`src/mrlc_pkg.sv`:
```
package mrlc_pkg;

    localparam int LineDepth = 128;
    localparam int AddrW     = $clog2(LineDepth);
    localparam int NumPat    = 13;
    localparam int MaxPatLen = 18;
    localparam int PatIdxW   = 4;
    localparam int PatPosW   = 5;

    localparam logic [7:0] ChLf = 8'h0a;
    localparam logic [7:0] ChCr = 8'h0d;

    // pattern indexes
    localparam logic [PatIdxW-1:0] PatUser    = 4'd0;
    localparam logic [PatIdxW-1:0] PatGps     = 4'd1;
    localparam logic [PatIdxW-1:0] PatOk      = 4'd2;
    localparam logic [PatIdxW-1:0] PatSucc    = 4'd3;
    localparam logic [PatIdxW-1:0] PatReg     = 4'd4;
    localparam logic [PatIdxW-1:0] PatMqDis   = 4'd5;
    localparam logic [PatIdxW-1:0] PatNetFail = 4'd6;
    localparam logic [PatIdxW-1:0] PatMqStat  = 4'd7;
    localparam logic [PatIdxW-1:0] PatCsq     = 4'd8;
    localparam logic [PatIdxW-1:0] PatBatOn   = 4'd9;
    localparam logic [PatIdxW-1:0] PatBatOff  = 4'd10;
    localparam logic [PatIdxW-1:0] PatOn      = 4'd11;
    localparam logic [PatIdxW-1:0] PatOff     = 4'd12;

    localparam logic [3:0] ClsNone    = 4'd0;
    localparam logic [3:0] ClsUser    = 4'd1;
    localparam logic [3:0] ClsGps     = 4'd2;
    localparam logic [3:0] ClsOk      = 4'd3;
    localparam logic [3:0] ClsSucc    = 4'd4;
    localparam logic [3:0] ClsReg     = 4'd5;
    localparam logic [3:0] ClsLinkFail = 4'd6;
    localparam logic [3:0] ClsMqDown  = 4'd7;
    localparam logic [3:0] ClsSignal  = 4'd8;

    localparam logic [2:0] KindNone   = 3'd0;
    localparam logic [2:0] KindBatOn  = 3'd1;
    localparam logic [2:0] KindBatOff = 3'd2;
    localparam logic [2:0] KindOn     = 3'd3;
    localparam logic [2:0] KindOff    = 3'd4;

    localparam logic [1:0] GradeNone = 2'd0;
    localparam logic [1:0] GradeLost = 2'd1;
    localparam logic [1:0] GradeBad  = 2'd2;
    localparam logic [1:0] GradeOk   = 2'd3;

    typedef struct packed {
        logic              store;     // write byte at fill index
        logic              clear;     // fill index back to zero
        logic              scan_init; // start scan of a pattern
        logic              scan_step; // compare one stored byte
        logic [PatIdxW-1:0] pat;
        logic              grab_c6;
        logic              grab_c7;
        logic              finish;    // build result from found bits
    } t_cmd;

    typedef struct packed {
        logic [AddrW-1:0] fill;
        logic             scan_done;
        logic             scan_found;
    } t_sts;

    function automatic logic [PatPosW-1:0] pat_len(input logic [PatIdxW-1:0] p);
        unique case (p)
            PatUser:    pat_len = 5'd5;
            PatGps:     pat_len = 5'd6;
            PatOk:      pat_len = 5'd2;
            PatSucc:    pat_len = 5'd7;
            PatReg:     pat_len = 5'd9;
            PatMqDis:   pat_len = 5'd18;
            PatNetFail: pat_len = 5'd13;
            PatMqStat:  pat_len = 5'd13;
            PatCsq:     pat_len = 5'd5;
            PatBatOn:   pat_len = 5'd12;
            PatBatOff:  pat_len = 5'd13;
            PatOn:      pat_len = 5'd4;
            PatOff:     pat_len = 5'd5;
            default:    pat_len = 5'd31;
        endcase
    endfunction

    function automatic logic [8*MaxPatLen-1:0] pat_str(input logic [PatIdxW-1:0] p);
        unique case (p)
            PatUser:    pat_str = 144'("phone");
            PatGps:     pat_str = 144'("$GNRMC");
            PatOk:      pat_str = 144'("OK");
            PatSucc:    pat_str = 144'("SUCCESS");
            PatReg:     pat_str = 144'("+CEREG: 1");
            PatMqDis:   pat_str = 144'("+MQTT:DISCONNECTED");
            PatNetFail: pat_str = 144'("+NETOPEN:FAIL");
            PatMqStat:  pat_str = 144'("+MQTTSTATU: 0");
            PatCsq:     pat_str = 144'("+CSQ:");
            PatBatOn:   pat_str = 144'("\"battery on\"");
            PatBatOff:  pat_str = 144'("\"battery off\"");
            PatOn:      pat_str = 144'("\"on\"");
            PatOff:     pat_str = 144'("\"off\"");
            default:    pat_str = '0;
        endcase
    endfunction

    // character k of pattern p (strings are right aligned)
    function automatic logic [7:0] pat_char(input logic [PatIdxW-1:0] p,
                                            input logic [PatPosW-1:0] k);
        logic [8*MaxPatLen-1:0] s;
        logic [PatPosW-1:0]     l;
        logic [PatPosW-1:0]     sh;
        s  = pat_str(p);
        l  = pat_len(p);
        sh = l - k - 5'd1;
        pat_char = s[8*sh +: 8];
    endfunction

endpackage

```
`src/mrlc_if.sv`:
```
interface mrlc_in_if;
    logic       valid;
    logic       ready;
    logic [7:0] rx_byte;
    modport source (output valid, output rx_byte, input ready);
    modport sink (input valid, input rx_byte, output ready);
endinterface

interface mrlc_out_if;
    logic        valid;
    logic        ready;
    logic [3:0]  line_class;
    logic [2:0]  command_kind;
    logic [6:0]  signal_level;
    logic [1:0]  signal_grade;
    logic [15:0] ok_total;
    logic [6:0]  line_length;
    modport source (output valid, output line_class, output command_kind,
                    output signal_level, output signal_grade, output ok_total,
                    output line_length, input ready);
    modport sink (input valid, input line_class, input command_kind,
                  input signal_level, input signal_grade, input ok_total,
                  input line_length, output ready);
endinterface

```
`src/mrlc_ram.sv`:
```
module mrlc_ram #(
    parameter int Width = 8,
    parameter int Depth = 128
) (
    input  logic                     i_clk,
    input  logic                     i_we,
    input  logic [$clog2(Depth)-1:0] i_waddr,
    input  logic [Width-1:0]         i_wdata,
    input  logic [$clog2(Depth)-1:0] i_raddr,
    output logic [Width-1:0]         o_rdata
);
    logic [Width-1:0] r_mem [Depth];
    logic [Width-1:0] r_rdata;

    always_ff @(posedge i_clk) begin
        if (i_we) begin
            r_mem[i_waddr] <= i_wdata;
        end
        r_rdata <= r_mem[i_raddr];
    end

    assign o_rdata = r_rdata;
endmodule

```
`src/mrlc_datapath.sv`:
```
module mrlc_datapath
    import mrlc_pkg::*;
(
    input  logic        i_clk,
    input  logic        i_rst_n,
    input  t_cmd        i_cmd,
    input  logic [7:0]  i_byte,
    output t_sts        o_sts,
    output logic        o_res_valid,
    input  logic        i_res_ready,
    output logic [3:0]  o_line_class,
    output logic [2:0]  o_command_kind,
    output logic [6:0]  o_signal_level,
    output logic [1:0]  o_signal_grade,
    output logic [15:0] o_ok_total,
    output logic [6:0]  o_line_length
);
    logic [AddrW-1:0]   r_fill, n_fill;
    logic [AddrW-1:0]   r_start;          // match start position
    logic [PatPosW-1:0] r_k;              // offset inside pattern
    logic               r_rd_pend;        // a read is in flight
    logic               r_done, r_found;
    logic [NumPat-1:0]  r_hit;
    logic [7:0]         r_c6, r_c7;
    logic               r_v6, r_v7;
    logic [15:0]        r_okc;
    logic               r_oval;
    logic [AddrW-1:0]   rd_addr;
    logic [7:0]         rd_data;
    logic [AddrW:0]     plen_ext, end_pos;
    logic [7:0]         exp_ch;
    logic               last_k, last_start;

    assign rd_addr = r_start + AddrW'(r_k);

    mrlc_ram #(.Width(8), .Depth(LineDepth)) u_store (
        .i_clk  (i_clk),
        .i_we   (i_cmd.store),
        .i_waddr(r_fill),
        .i_wdata(i_byte),
        .i_raddr(i_cmd.grab_c6 ? AddrW'(6) : i_cmd.grab_c7 ? AddrW'(7) : rd_addr),
        .o_rdata(rd_data)
    );

    assign plen_ext   = (AddrW+1)'(pat_len(i_cmd.pat));
    assign end_pos    = {1'b0, r_start} + plen_ext;
    assign exp_ch     = pat_char(i_cmd.pat, r_k);
    assign last_k     = (r_k == pat_len(i_cmd.pat) - 5'd1);
    assign last_start = (end_pos >= {1'b0, r_fill});

    always_comb begin
        n_fill = r_fill;
        if (i_cmd.clear) begin
            n_fill = '0;
        end else if (i_cmd.store) begin
            n_fill = r_fill + 1'b1;
        end
    end

    // scan: request read at (start+k), compare next cycle
    always_ff @(posedge i_clk) begin
        if (!i_rst_n) begin
            r_fill    <= '0;
            r_done    <= 1'b0;
            r_found   <= 1'b0;
            r_rd_pend <= 1'b0;
            r_okc     <= '0;
            r_oval    <= 1'b0;
            r_hit     <= '0;
        end else begin
            r_fill <= n_fill;
            if (o_res_valid && i_res_ready) begin
                r_oval <= 1'b0;
            end
            if (i_cmd.scan_init) begin
                r_start   <= '0;
                r_k       <= '0;
                r_rd_pend <= 1'b0;
                r_done    <= (plen_ext > {1'b0, r_fill});
                r_found   <= 1'b0;
            end else if (i_cmd.scan_step && !r_done) begin
                if (!r_rd_pend) begin
                    r_rd_pend <= 1'b1;
                end else begin
                    r_rd_pend <= 1'b0;
                    if (rd_data == exp_ch) begin
                        if (last_k) begin
                            r_done  <= 1'b1;
                            r_found <= 1'b1;
                            r_hit[i_cmd.pat] <= 1'b1;
                        end else begin
                            r_k <= r_k + 5'd1;
                        end
                    end else begin
                        r_k <= '0;
                        if (last_start) begin
                            r_done <= 1'b1;
                        end else begin
                            r_start <= r_start + 1'b1;
                        end
                    end
                end
            end
            if (i_cmd.grab_c6) begin
                r_v6 <= (r_fill > AddrW'(6));
            end
            if (i_cmd.grab_c7) begin
                r_v7 <= (r_fill > AddrW'(7));
                r_c6 <= rd_data;
            end
            if (i_cmd.finish) begin
                r_oval <= 1'b1;
                r_hit  <= '0;
                if (!r_hit[PatUser] && !r_hit[PatGps] && r_hit[PatOk]) begin
                    r_okc <= r_okc + 16'd1;
                end
            end
        end
    end

    logic [3:0] cls;
    logic [2:0] kind;
    logic [6:0] lvl;
    logic [1:0] grd;
    logic       d6, d7;
    logic [7:0] c7;
    logic [6:0] r_lvl_q, r_len_q;
    logic [3:0] r_cls_q;
    logic [2:0] r_kind_q;
    logic [1:0] r_grd_q;

    assign c7 = rd_data;  // char 7 arrives during finish
    assign d6 = r_v6 && r_c6 >= "0" && r_c6 <= "9";
    assign d7 = r_v7 && c7 >= "0" && c7 <= "9";

    always_comb begin
        cls  = ClsNone;
        kind = KindNone;
        lvl  = '0;
        grd  = GradeNone;
        priority if (r_hit[PatUser]) begin
            cls = ClsUser;
            priority if (r_hit[PatBatOn]) kind = KindBatOn;
            else if (r_hit[PatBatOff]) kind = KindBatOff;
            else if (r_hit[PatOn]) kind = KindOn;
            else if (r_hit[PatOff]) kind = KindOff;
            else kind = KindNone;
        end else if (r_hit[PatGps]) begin
            cls = ClsGps;
        end else if (r_hit[PatOk]) begin
            cls = ClsOk;
        end else if (r_hit[PatSucc]) begin
            cls = ClsSucc;
        end else if (r_hit[PatReg]) begin
            cls = ClsReg;
        end else if (r_hit[PatMqDis] || r_hit[PatNetFail]) begin
            cls = ClsLinkFail;
        end else if (r_hit[PatMqStat]) begin
            cls = ClsMqDown;
        end else if (r_hit[PatCsq]) begin
            cls = ClsSignal;
            if (d6) begin
                lvl = 7'(r_c6 - "0");
                if (d7) begin
                    lvl = 7'(lvl * 7'd10) + 7'(c7 - "0");
                end
            end
            if (lvl == 7'd99 || lvl <= 7'd4) grd = GradeLost;
            else if (lvl >= 7'd15) grd = GradeOk;
            else grd = GradeBad;
        end else begin
            cls = ClsNone;
        end
    end

    always_ff @(posedge i_clk) begin
        if (i_cmd.finish) begin
            r_cls_q  <= cls;
            r_kind_q <= kind;
            r_lvl_q  <= lvl;
            r_grd_q  <= grd;
            r_len_q  <= 7'(r_fill);
        end
    end

    assign o_sts.fill       = r_fill;
    assign o_sts.scan_done  = r_done;
    assign o_sts.scan_found = r_found;
    assign o_res_valid    = r_oval;
    assign o_line_class   = r_cls_q;
    assign o_command_kind = r_kind_q;
    assign o_signal_level = r_lvl_q;
    assign o_signal_grade = r_grd_q;
    assign o_ok_total     = r_okc;
    assign o_line_length  = r_len_q;

    assert property (@(posedge i_clk) disable iff (!i_rst_n)
        i_cmd.finish |=> r_oval)
        else $error("result not raised after finish");
    assert property (@(posedge i_clk) disable iff (!i_rst_n)
        i_cmd.store |-> !i_cmd.clear && !i_cmd.scan_step)
        else $error("store overlaps other work");
    assert property (@(posedge i_clk) disable iff (!i_rst_n)
        r_found |-> r_done)
        else $error("found without done");
endmodule

```
`src/mrlc_ctrl.sv`:
```
module mrlc_ctrl
    import mrlc_pkg::*;
(
    input  logic       i_clk,
    input  logic       i_rst_n,
    input  logic       i_in_valid,
    output logic       o_in_ready,
    input  logic [7:0] i_byte,
    input  logic       i_res_busy,
    input  t_sts       i_sts,
    output t_cmd       o_cmd
);
    typedef enum logic [6:0] {
        S_IDLE = 7'b0000001,
        S_INIT = 7'b0000010,
        S_SCAN = 7'b0000100,
        S_NEXT = 7'b0001000,
        S_C6   = 7'b0010000,
        S_C7   = 7'b0100000,
        S_FIN  = 7'b1000000
    } t_state;

    t_state             r_state, n_state;
    logic [PatIdxW-1:0] r_pat, n_pat;
    logic               acc, term;

    // data bytes are taken even while a result waits on the output
    assign o_in_ready = (r_state == S_IDLE);
    assign acc  = i_in_valid && o_in_ready;
    assign term = (i_byte == ChLf) || (i_byte == ChCr);

    // pattern order: phone first, then the command kinds only when phone matched, else the other classes
    always_comb begin
        n_state = r_state;
        n_pat   = r_pat;
        o_cmd   = '0;
        o_cmd.pat = r_pat;
        unique case (r_state)
            S_IDLE: begin
                if (acc) begin
                    if (!term) begin
                        if (i_sts.fill == AddrW'(LineDepth-1)) o_cmd.clear = 1'b1;
                        else o_cmd.store = 1'b1;
                    end else if (i_sts.fill != '0) begin
                        n_pat   = PatUser;
                        n_state = S_INIT;
                    end
                end
            end
            S_INIT: begin
                o_cmd.scan_init = 1'b1;
                n_state = S_SCAN;
            end
            S_SCAN: begin
                o_cmd.scan_step = 1'b1;
                if (i_sts.scan_done) n_state = S_NEXT;
            end
            S_NEXT: begin
                n_state = S_INIT;
                priority if (r_pat == PatUser && i_sts.scan_found) begin
                    n_pat = PatBatOn;
                end else if (r_pat >= PatBatOn) begin
                    if (i_sts.scan_found || r_pat == PatOff) n_state = S_C6;
                    else n_pat = r_pat + 4'd1;
                end else if (i_sts.scan_found || r_pat == PatCsq) begin
                    n_state = S_C6;
                end else begin
                    n_pat = r_pat + 4'd1;
                end
            end
            S_C6: begin
                // hold here until the previous result has left
                o_cmd.grab_c6 = 1'b1;
                if (!i_res_busy) n_state = S_C7;
            end
            S_C7: begin
                o_cmd.grab_c7 = 1'b1;
                n_state = S_FIN;
            end
            S_FIN: begin
                o_cmd.finish = 1'b1;
                o_cmd.clear  = 1'b1;
                n_state = S_IDLE;
            end
            default: n_state = S_IDLE;
        endcase
    end

    always_ff @(posedge i_clk) begin
        if (!i_rst_n) begin
            r_state <= S_IDLE;
            r_pat   <= PatUser;
        end else begin
            r_state <= n_state;
            r_pat   <= n_pat;
        end
    end

    assert property (@(posedge i_clk) disable iff (!i_rst_n)
        o_cmd.finish |=> r_state == S_IDLE)
        else $error("finish not followed by idle");
    assert property (@(posedge i_clk) disable iff (!i_rst_n)
        r_state == S_C6 && !i_res_busy |=> r_state == S_C7)
        else $error("char grab out of order");
    assert property (@(posedge i_clk) disable iff (!i_rst_n)
        o_in_ready |-> !o_cmd.scan_step)
        else $error("ready during scan");
endmodule

```
`src/modem_response_line_classifier.sv`:
```
// channel   dir  handshake        payload
// s_in      in   valid/ready      rx_byte
// m_out     out  valid/ready      class, kind, level, grade, ok total, length
//
// a data byte is stored while the block is idle; a terminator walks the line once per
// pattern, reading and comparing one stored byte at a time, for at most nine patterns;
// no bytes are taken until the line has been classified
// synchronous active-low reset; no clearing pass, the store needs none
// data bytes flow while a result waits; a terminator holds in its first character-grab
// state until the output register is free

module modem_response_line_classifier
    import mrlc_pkg::*;
(
    input  logic i_clk,
    input  logic i_rst_n,
    mrlc_in_if.sink    s_in,
    mrlc_out_if.source m_out
);
    t_cmd cmd;
    t_sts sts;

    mrlc_ctrl u_ctrl (
        .i_clk     (i_clk),
        .i_rst_n   (i_rst_n),
        .i_in_valid(s_in.valid),
        .o_in_ready(s_in.ready),
        .i_byte    (s_in.rx_byte),
        .i_res_busy(m_out.valid),
        .i_sts     (sts),
        .o_cmd     (cmd)
    );

    mrlc_datapath u_dp (
        .i_clk         (i_clk),
        .i_rst_n       (i_rst_n),
        .i_cmd         (cmd),
        .i_byte        (s_in.rx_byte),
        .o_sts         (sts),
        .o_res_valid   (m_out.valid),
        .i_res_ready   (m_out.ready),
        .o_line_class  (m_out.line_class),
        .o_command_kind(m_out.command_kind),
        .o_signal_level(m_out.signal_level),
        .o_signal_grade(m_out.signal_grade),
        .o_ok_total    (m_out.ok_total),
        .o_line_length (m_out.line_length)
    );
endmodule

```
`src/flat_wrapper.sv`:
```
// flat-port wrapper written by rule: the top's interface ports become plain ports
module modem_response_line_classifier_flat import mrlc_pkg::*;
  (i_clk, i_rst_n, s_in_valid, s_in_rx_byte, s_in_ready, m_out_valid, m_out_line_class, m_out_command_kind, m_out_signal_level, m_out_signal_grade, m_out_ok_total, m_out_line_length, m_out_ready);
  mrlc_in_if s_in_i ();
  mrlc_out_if m_out_i ();
  input  logic i_clk;
  input  logic i_rst_n;
  input wire logic [$bits(s_in_i.valid)-1:0] s_in_valid;
  input wire logic [$bits(s_in_i.rx_byte)-1:0] s_in_rx_byte;
  output wire logic [$bits(s_in_i.ready)-1:0] s_in_ready;
  output wire logic [$bits(m_out_i.valid)-1:0] m_out_valid;
  output wire logic [$bits(m_out_i.line_class)-1:0] m_out_line_class;
  output wire logic [$bits(m_out_i.command_kind)-1:0] m_out_command_kind;
  output wire logic [$bits(m_out_i.signal_level)-1:0] m_out_signal_level;
  output wire logic [$bits(m_out_i.signal_grade)-1:0] m_out_signal_grade;
  output wire logic [$bits(m_out_i.ok_total)-1:0] m_out_ok_total;
  output wire logic [$bits(m_out_i.line_length)-1:0] m_out_line_length;
  input wire logic [$bits(m_out_i.ready)-1:0] m_out_ready;
  assign s_in_i.valid = s_in_valid;
  assign s_in_i.rx_byte = s_in_rx_byte;
  assign s_in_ready = s_in_i.ready;
  assign m_out_valid = m_out_i.valid;
  assign m_out_line_class = m_out_i.line_class;
  assign m_out_command_kind = m_out_i.command_kind;
  assign m_out_signal_level = m_out_i.signal_level;
  assign m_out_signal_grade = m_out_i.signal_grade;
  assign m_out_ok_total = m_out_i.ok_total;
  assign m_out_line_length = m_out_i.line_length;
  assign m_out_i.ready = m_out_ready;
  modem_response_line_classifier u_core (.i_clk(i_clk), .i_rst_n(i_rst_n), .s_in(s_in_i), .m_out(m_out_i));
endmodule
```
`config.mk`:
```
export PLATFORM = sky130hd
export DESIGN_NAME = modem_response_line_classifier_flat
export DESIGN_NICKNAME = d
export VERILOG_FILES = /design/src/mrlc_pkg.sv /design/src/mrlc_if.sv /design/src/mrlc_ram.sv /design/src/mrlc_datapath.sv /design/src/mrlc_ctrl.sv /design/src/modem_response_line_classifier.sv /design/src/flat_wrapper.sv
export SDC_FILE = /design/constraint.sdc
export NUM_CORES = 2
export LEC_CHECK = 0
export ABC_AREA = 1
export BUFFER_PORTS_ARGS = -buffer_cell sky130_fd_sc_hd__clkbuf_2
export CORE_ASPECT_RATIO = 0.5
export CORE_MARGIN = 1
export CORE_UTILIZATION = 40
export CTS_CLUSTER_DIAMETER = 200
export CTS_CLUSTER_SIZE = 20
export DETAILED_ROUTE_END_ITERATION = 10
export GPL_ROUTABILITY_DRIVEN = 0
export PLACE_DENSITY = 0.55
export SETUP_SLACK_MARGIN = 0.3
export SLEW_MARGIN = 20
export SYNTH_ARGS = -nofsm -noshare
export SYNTH_HDL_FRONTEND = slang
export SYNTH_SLANG_ARGS = --single-unit
export TNS_END_PERCENT = 30
```
`constraint.sdc`:
```
create_clock -name i_clk -period 3.5 [get_ports i_clk]
set_clock_uncertainty 0.2 [all_clocks]
set_input_delay 0.35 -clock i_clk [delete_from_list [all_inputs] [get_ports i_clk]]
set_output_delay 0.35 -clock i_clk [all_outputs]
set_load 0.02 [all_outputs]
```
==> metrics.md <==
| Metric | Value |
|---|---|
| F_max | `298 MHz` |
| Crit-path max cell delay | `0.49 ns` |
| Initial DRT Pass Iterations | `9` |
| Cells after DPL | `6878` |
| Final min period | `3.35 ns` |
| CP cell instances | `ha_1 > ha_1 > inv_1 > fa_1 > inv_2 > ha_4 > ha_4 > a21oi_4 > xor2_1 > inv_1 > nand2_1 > nand3_2 > nand2_2 > nand3_2 > nand3b_1 > nand2_1 > nor2_1` |
| Share of layout cells above drive strength 1 | `16.5%` |
| Switching share of power | `25.3%` |
| WL/cell | `22.1 µm` |
| CP startpoint kind | `flop` |
| Pint | `20.8 mW` |
| Setup WS post-layout | `0.147 ns` |
| Switching power | `7.05 mW` |
| Synth area leaders | `edfxtp_1, nand2_1, nand3_1` |
| Clock Tree Buf Depth | `3` |
| Power Density | `452 nW/µm²` |
| Total die area | `134000 µm²` |
| Mean Syn Cell Area | `10.4 µm²` |
| Port buffer count | `52` |
| Root Driver | `clkbuf_16` |
| DRC Markers | `0` |
| Sink Count | `1198` |
| Top-area cell type share of the netlist area | `60.4%` |
| Seq cells post-synth | `1198` |
| Starting Density | `40.4%` |
| Reg2Reg Depth | `17` |
| Synth area leader | `edfxtp_1` |
| Final Cycle Share | `95.8%` |
| Crit path kind | `flop to flop` |
| Clk slew on worst S/H paths | `0.10 ns` |
| Final setup fails | `0` |
| Layout area overhead | `16.1%` |
| Syn_nets | `5193` |
| Worst reg-to-reg setup slack | `0.15 ns` |
| Most used DFF post-synth | `edfxtp_1` |
| Largest net degree at the start of global routing | `121` |
| Num CTS Buffers | `69` |
| Die H | `260 µm` |
| Routed wire length | `156000 µm` |
| Crit. Startpoint | `u_core.u_dp.r_c6[3]$_DFFE_PP_` |
| Leakage | `23.6 nW` |
| Routed Antenna Nets | `0` |
| Final net count | `5313` |
| Mapped Area | `53100 µm²` |
| Cells after Synth | `5117` |
| Post-synth EDFFs | `1069` |
| Hold Path Class | `primary input to flop` |
| Asr flop ratio synth | `0%` |
| Reg2reg end | `u_core.u_dp.o_signal_grade[1]$_SDFFCE_PP0P_` |
| Vias in the first global route | `36100` |
| Unique masters post-synth | `52` |
| Row count | `94` |
| TritonCTS clock tree | `yes` |
| Register share of total power | `57.0%` |
| Unrepaired setup endpoints after global routing | `yes` |
| Worst-Skew Late Latency | `0.70 ns` |
| CP max FO | `3` |
| Die X | `517 µm` |
| Final Power | `27.9 mW` |
| Worst path slowest cell | `fa_1` |
| Number of H-tree levels | `3` |
| Status | `complete, no violations` |
| Post-Place Worst Slack | `0.101 ns` |
| DRT iter0 DRCs | `3846` |
| Vias | `38100` |
| WP data arrival | `3.59 ns` |
| Clock network fraction of total power | `30.8%` |
| Final Max Slew Viols | `0` |
| Setup crit end kind | `flop` |
| Max-Cap Viols | `0` |
| Non-Filler Instances | `7050` |
| Critical Path RT | `3.74 ns` |
| Actual slew at the worst max-slew pin | `1.02 ns` |
| Hold Vio Cnt, Final | `0` |
| Vias/cell | `5.41` |
| Total core area | `132000 µm²` |
| Initial antenna violation count | `3` |
| Synth warn | `0` |
| Congestion Overflow GR | `0` |
| Final core occ | `46.8%` |
| Crit path to | `u_core.u_dp.o_signal_grade[1]$_SDFFCE_PP0P_` |
| GRT Total Usage | `22.3%` |
| Seq/Total Area, Yosys | `65.3%` |
| Worst IR Drop VDD | `0.436 mV` |
| Dpl hpwl | `93600 µm` |
| Io pins | `53` |
| Combinational group share of total power | `12.1%` |
| Slew headroom | `31.9%` |
| R2r startpoint | `u_core.u_dp.r_c6[3]$_DFFE_PP_` |
| First-pass GRT wire length | `227000 µm` |
[metrics by stage]
step | TNS [ns] | area [µm²] | hold WS (ns)
2_1_floorplan | 0 | 53100 | 0.226
3_3_place_gp | 0 | 56500 | 0.242
3_5_place_dp | 0 | 56500 | 0.247
4_1_cts | 0 | 59100 | 0.138
5_1_grt | -0.0497 | 61700 | 0.163
6_report | 0 | 61700 | 0.162
[cell families (layout without fill, tap and decap cells)]
| group | Yosys count | in the layout | synth area share [%] |
|---|---|---|---|
| AO/OA/AOI/OAI | 357 | 357 | 4.12 |
| XOR/XNOR | 23 | 23 | 0.429 |
| adder cells (fa/ha/maj) | 64 | 64 | 1.58 |
| buffers and inverters | 707 | 862 | 5.66 |
| flip-flops | 1198 | 1198 | 65.3 |
| other | 0 | 1 | 0 |
| AND/OR/NAND/NOR | 2768 | 2769 | 22.9 |
[final cells by class]
type | instances | area (µm²)
clock inverters | 4 | 45.0
inverters | 413 | 1600
multi-input cells | 3213 | 17300
fillers | 11900 | 70000
repair buffers | 340 | 3780
well taps | 1776 | 2220
diodes | 1 | 2.50
clock buffers | 103 | 1940
repair inverters | 2 | 27.5
flip-flops and latches | 1198 | 34700
[cells in the mapped netlist, drive strengths merged, types with 2 or more instances]
cell    count
a211oi      3
o31ai       4
dfxtp     129
clkbuf     71
and2        2
fa          5
a21oi     129
a31oi       3
clkinv      2
nor3b       5
xor2       11
nor3       26
nand3b     77
xnor2      12
nand3     905
nand4      14
nand2    1465
nor4       12
o211ai    134
nor2      255
o21a        5
buf       223
o21ai      74
inv       411
or2         7
edfxtp   1069
ha         59
[cell usage in the layout (no fill, tap or decap), types with 77 or more instances in the layout]
cell type and n:
a21oi_1 86, nand3b_1 77, edfxtp_1 1069, clkbuf_16 85
buf_4 185, nand3_1 696, o211ai_1 134, nand3_2 183
inv_1 381, nand2_1 1414, dfxtp_1 128, nor2_1 170
[repair_timing]
item,4_1_cts,5_1_grt
gates resized for setup,67,436
endpoints found under the setup margin,82,1000
setup buffers,9,29
pin swaps,27,116
endpoints found under the hold margin,16,0
cloned,6,17
hold buffers,3,0
[worst min-delay path by stage]
stage,from,end,cells after the start
6_report,s_in_rx_byte[3],u_core.u_dp.r_fill[6]$_SDFFE_PP0P_,6
4_1_cts,s_in_rx_byte[3],u_core.u_dp.r_fill[6]$_SDFFE_PP0P_,6
5_1_grt,s_in_rx_byte[6],u_core.u_dp.u_store.r_mem[121][6]$_DFFE_PP_,2
3_5_place_dp,u_core.u_dp.r_hit[6]$_SDFFE_PP0P_,u_core.u_dp.r_hit[6]$_SDFFE_PP0P_,2
3_3_place_gp,u_core.u_dp.r_hit[5]$_SDFFE_PP0P_,u_core.u_dp.r_hit[5]$_SDFFE_PP0P_,2
2_1_floorplan,u_core.u_dp.r_done$_SDFFE_PN0P_,u_core.u_dp.r_done$_SDFFE_PN0P_,2
[power groups by stage]
stage / logic [mW] / registers (mW) / clock network (mW)
final: 3.38 / 15.9 / 8.60
after global placement: 2.98 / 16.2 / 0
after global routing: 3.71 / 15.9 / 9.21
after CTS: 3.21 / 15.9 / 8.75
after floorplan: 1.85 / 16.2 / 0
after detailed placement: 3.00 / 16.2 / 0
[worst max-delay path, delay by kind of cell (launching register included)]
kind	cells	cell delay, ns
fa+ha+maj	5	1.39
simple gates	7	0.64
flops	1	0.40
xor+xnor	1	0.19
buf+inv	3	0.16
compound gates	1	0.12
[layer usage]
metal  up-vias  GRT usage [%]  part of all wire, %
li1      17800              -                    -
met1     19000           32.6                   46
met2      1200           34.8                   45
met3       198           3.28                  6.8
met4         0           5.87                  2.3
met5         -              0                    0
[state kept, by name, indices dropped and copies added, names as in the netlist, named ones only]
name	flops
u_core.u_dp.r_hit	13
u_core.u_dp.o_command_kind	3
u_core.u_dp.r_k	5
u_core.u_dp.o_signal_level	7
u_core.u_dp.plen_ext	5
u_core.u_dp.o_line_class	4
u_core.u_dp.r_rd_pend	1
u_core.u_dp.u_store.r_mem	1024
u_core.u_dp.o_line_length	7
u_core.u_dp.o_res_valid	1
u_core.u_dp.o_signal_grade	2
u_core.u_dp.r_v7	1
u_core.u_dp.r_found	1
u_core.u_dp.r_start	7
u_core.u_dp.r_v6	1
u_core.u_dp.r_fill	7
u_core.u_ctrl.r_state	7
u_core.u_ctrl.r_pat	4
u_core.u_dp.r_done	1
u_core.u_dp.u_store.o_rdata	8
u_core.u_dp.o_ok_total	16
u_core.u_dp.r_c6	8
Power figures use the tool's default switching activity.
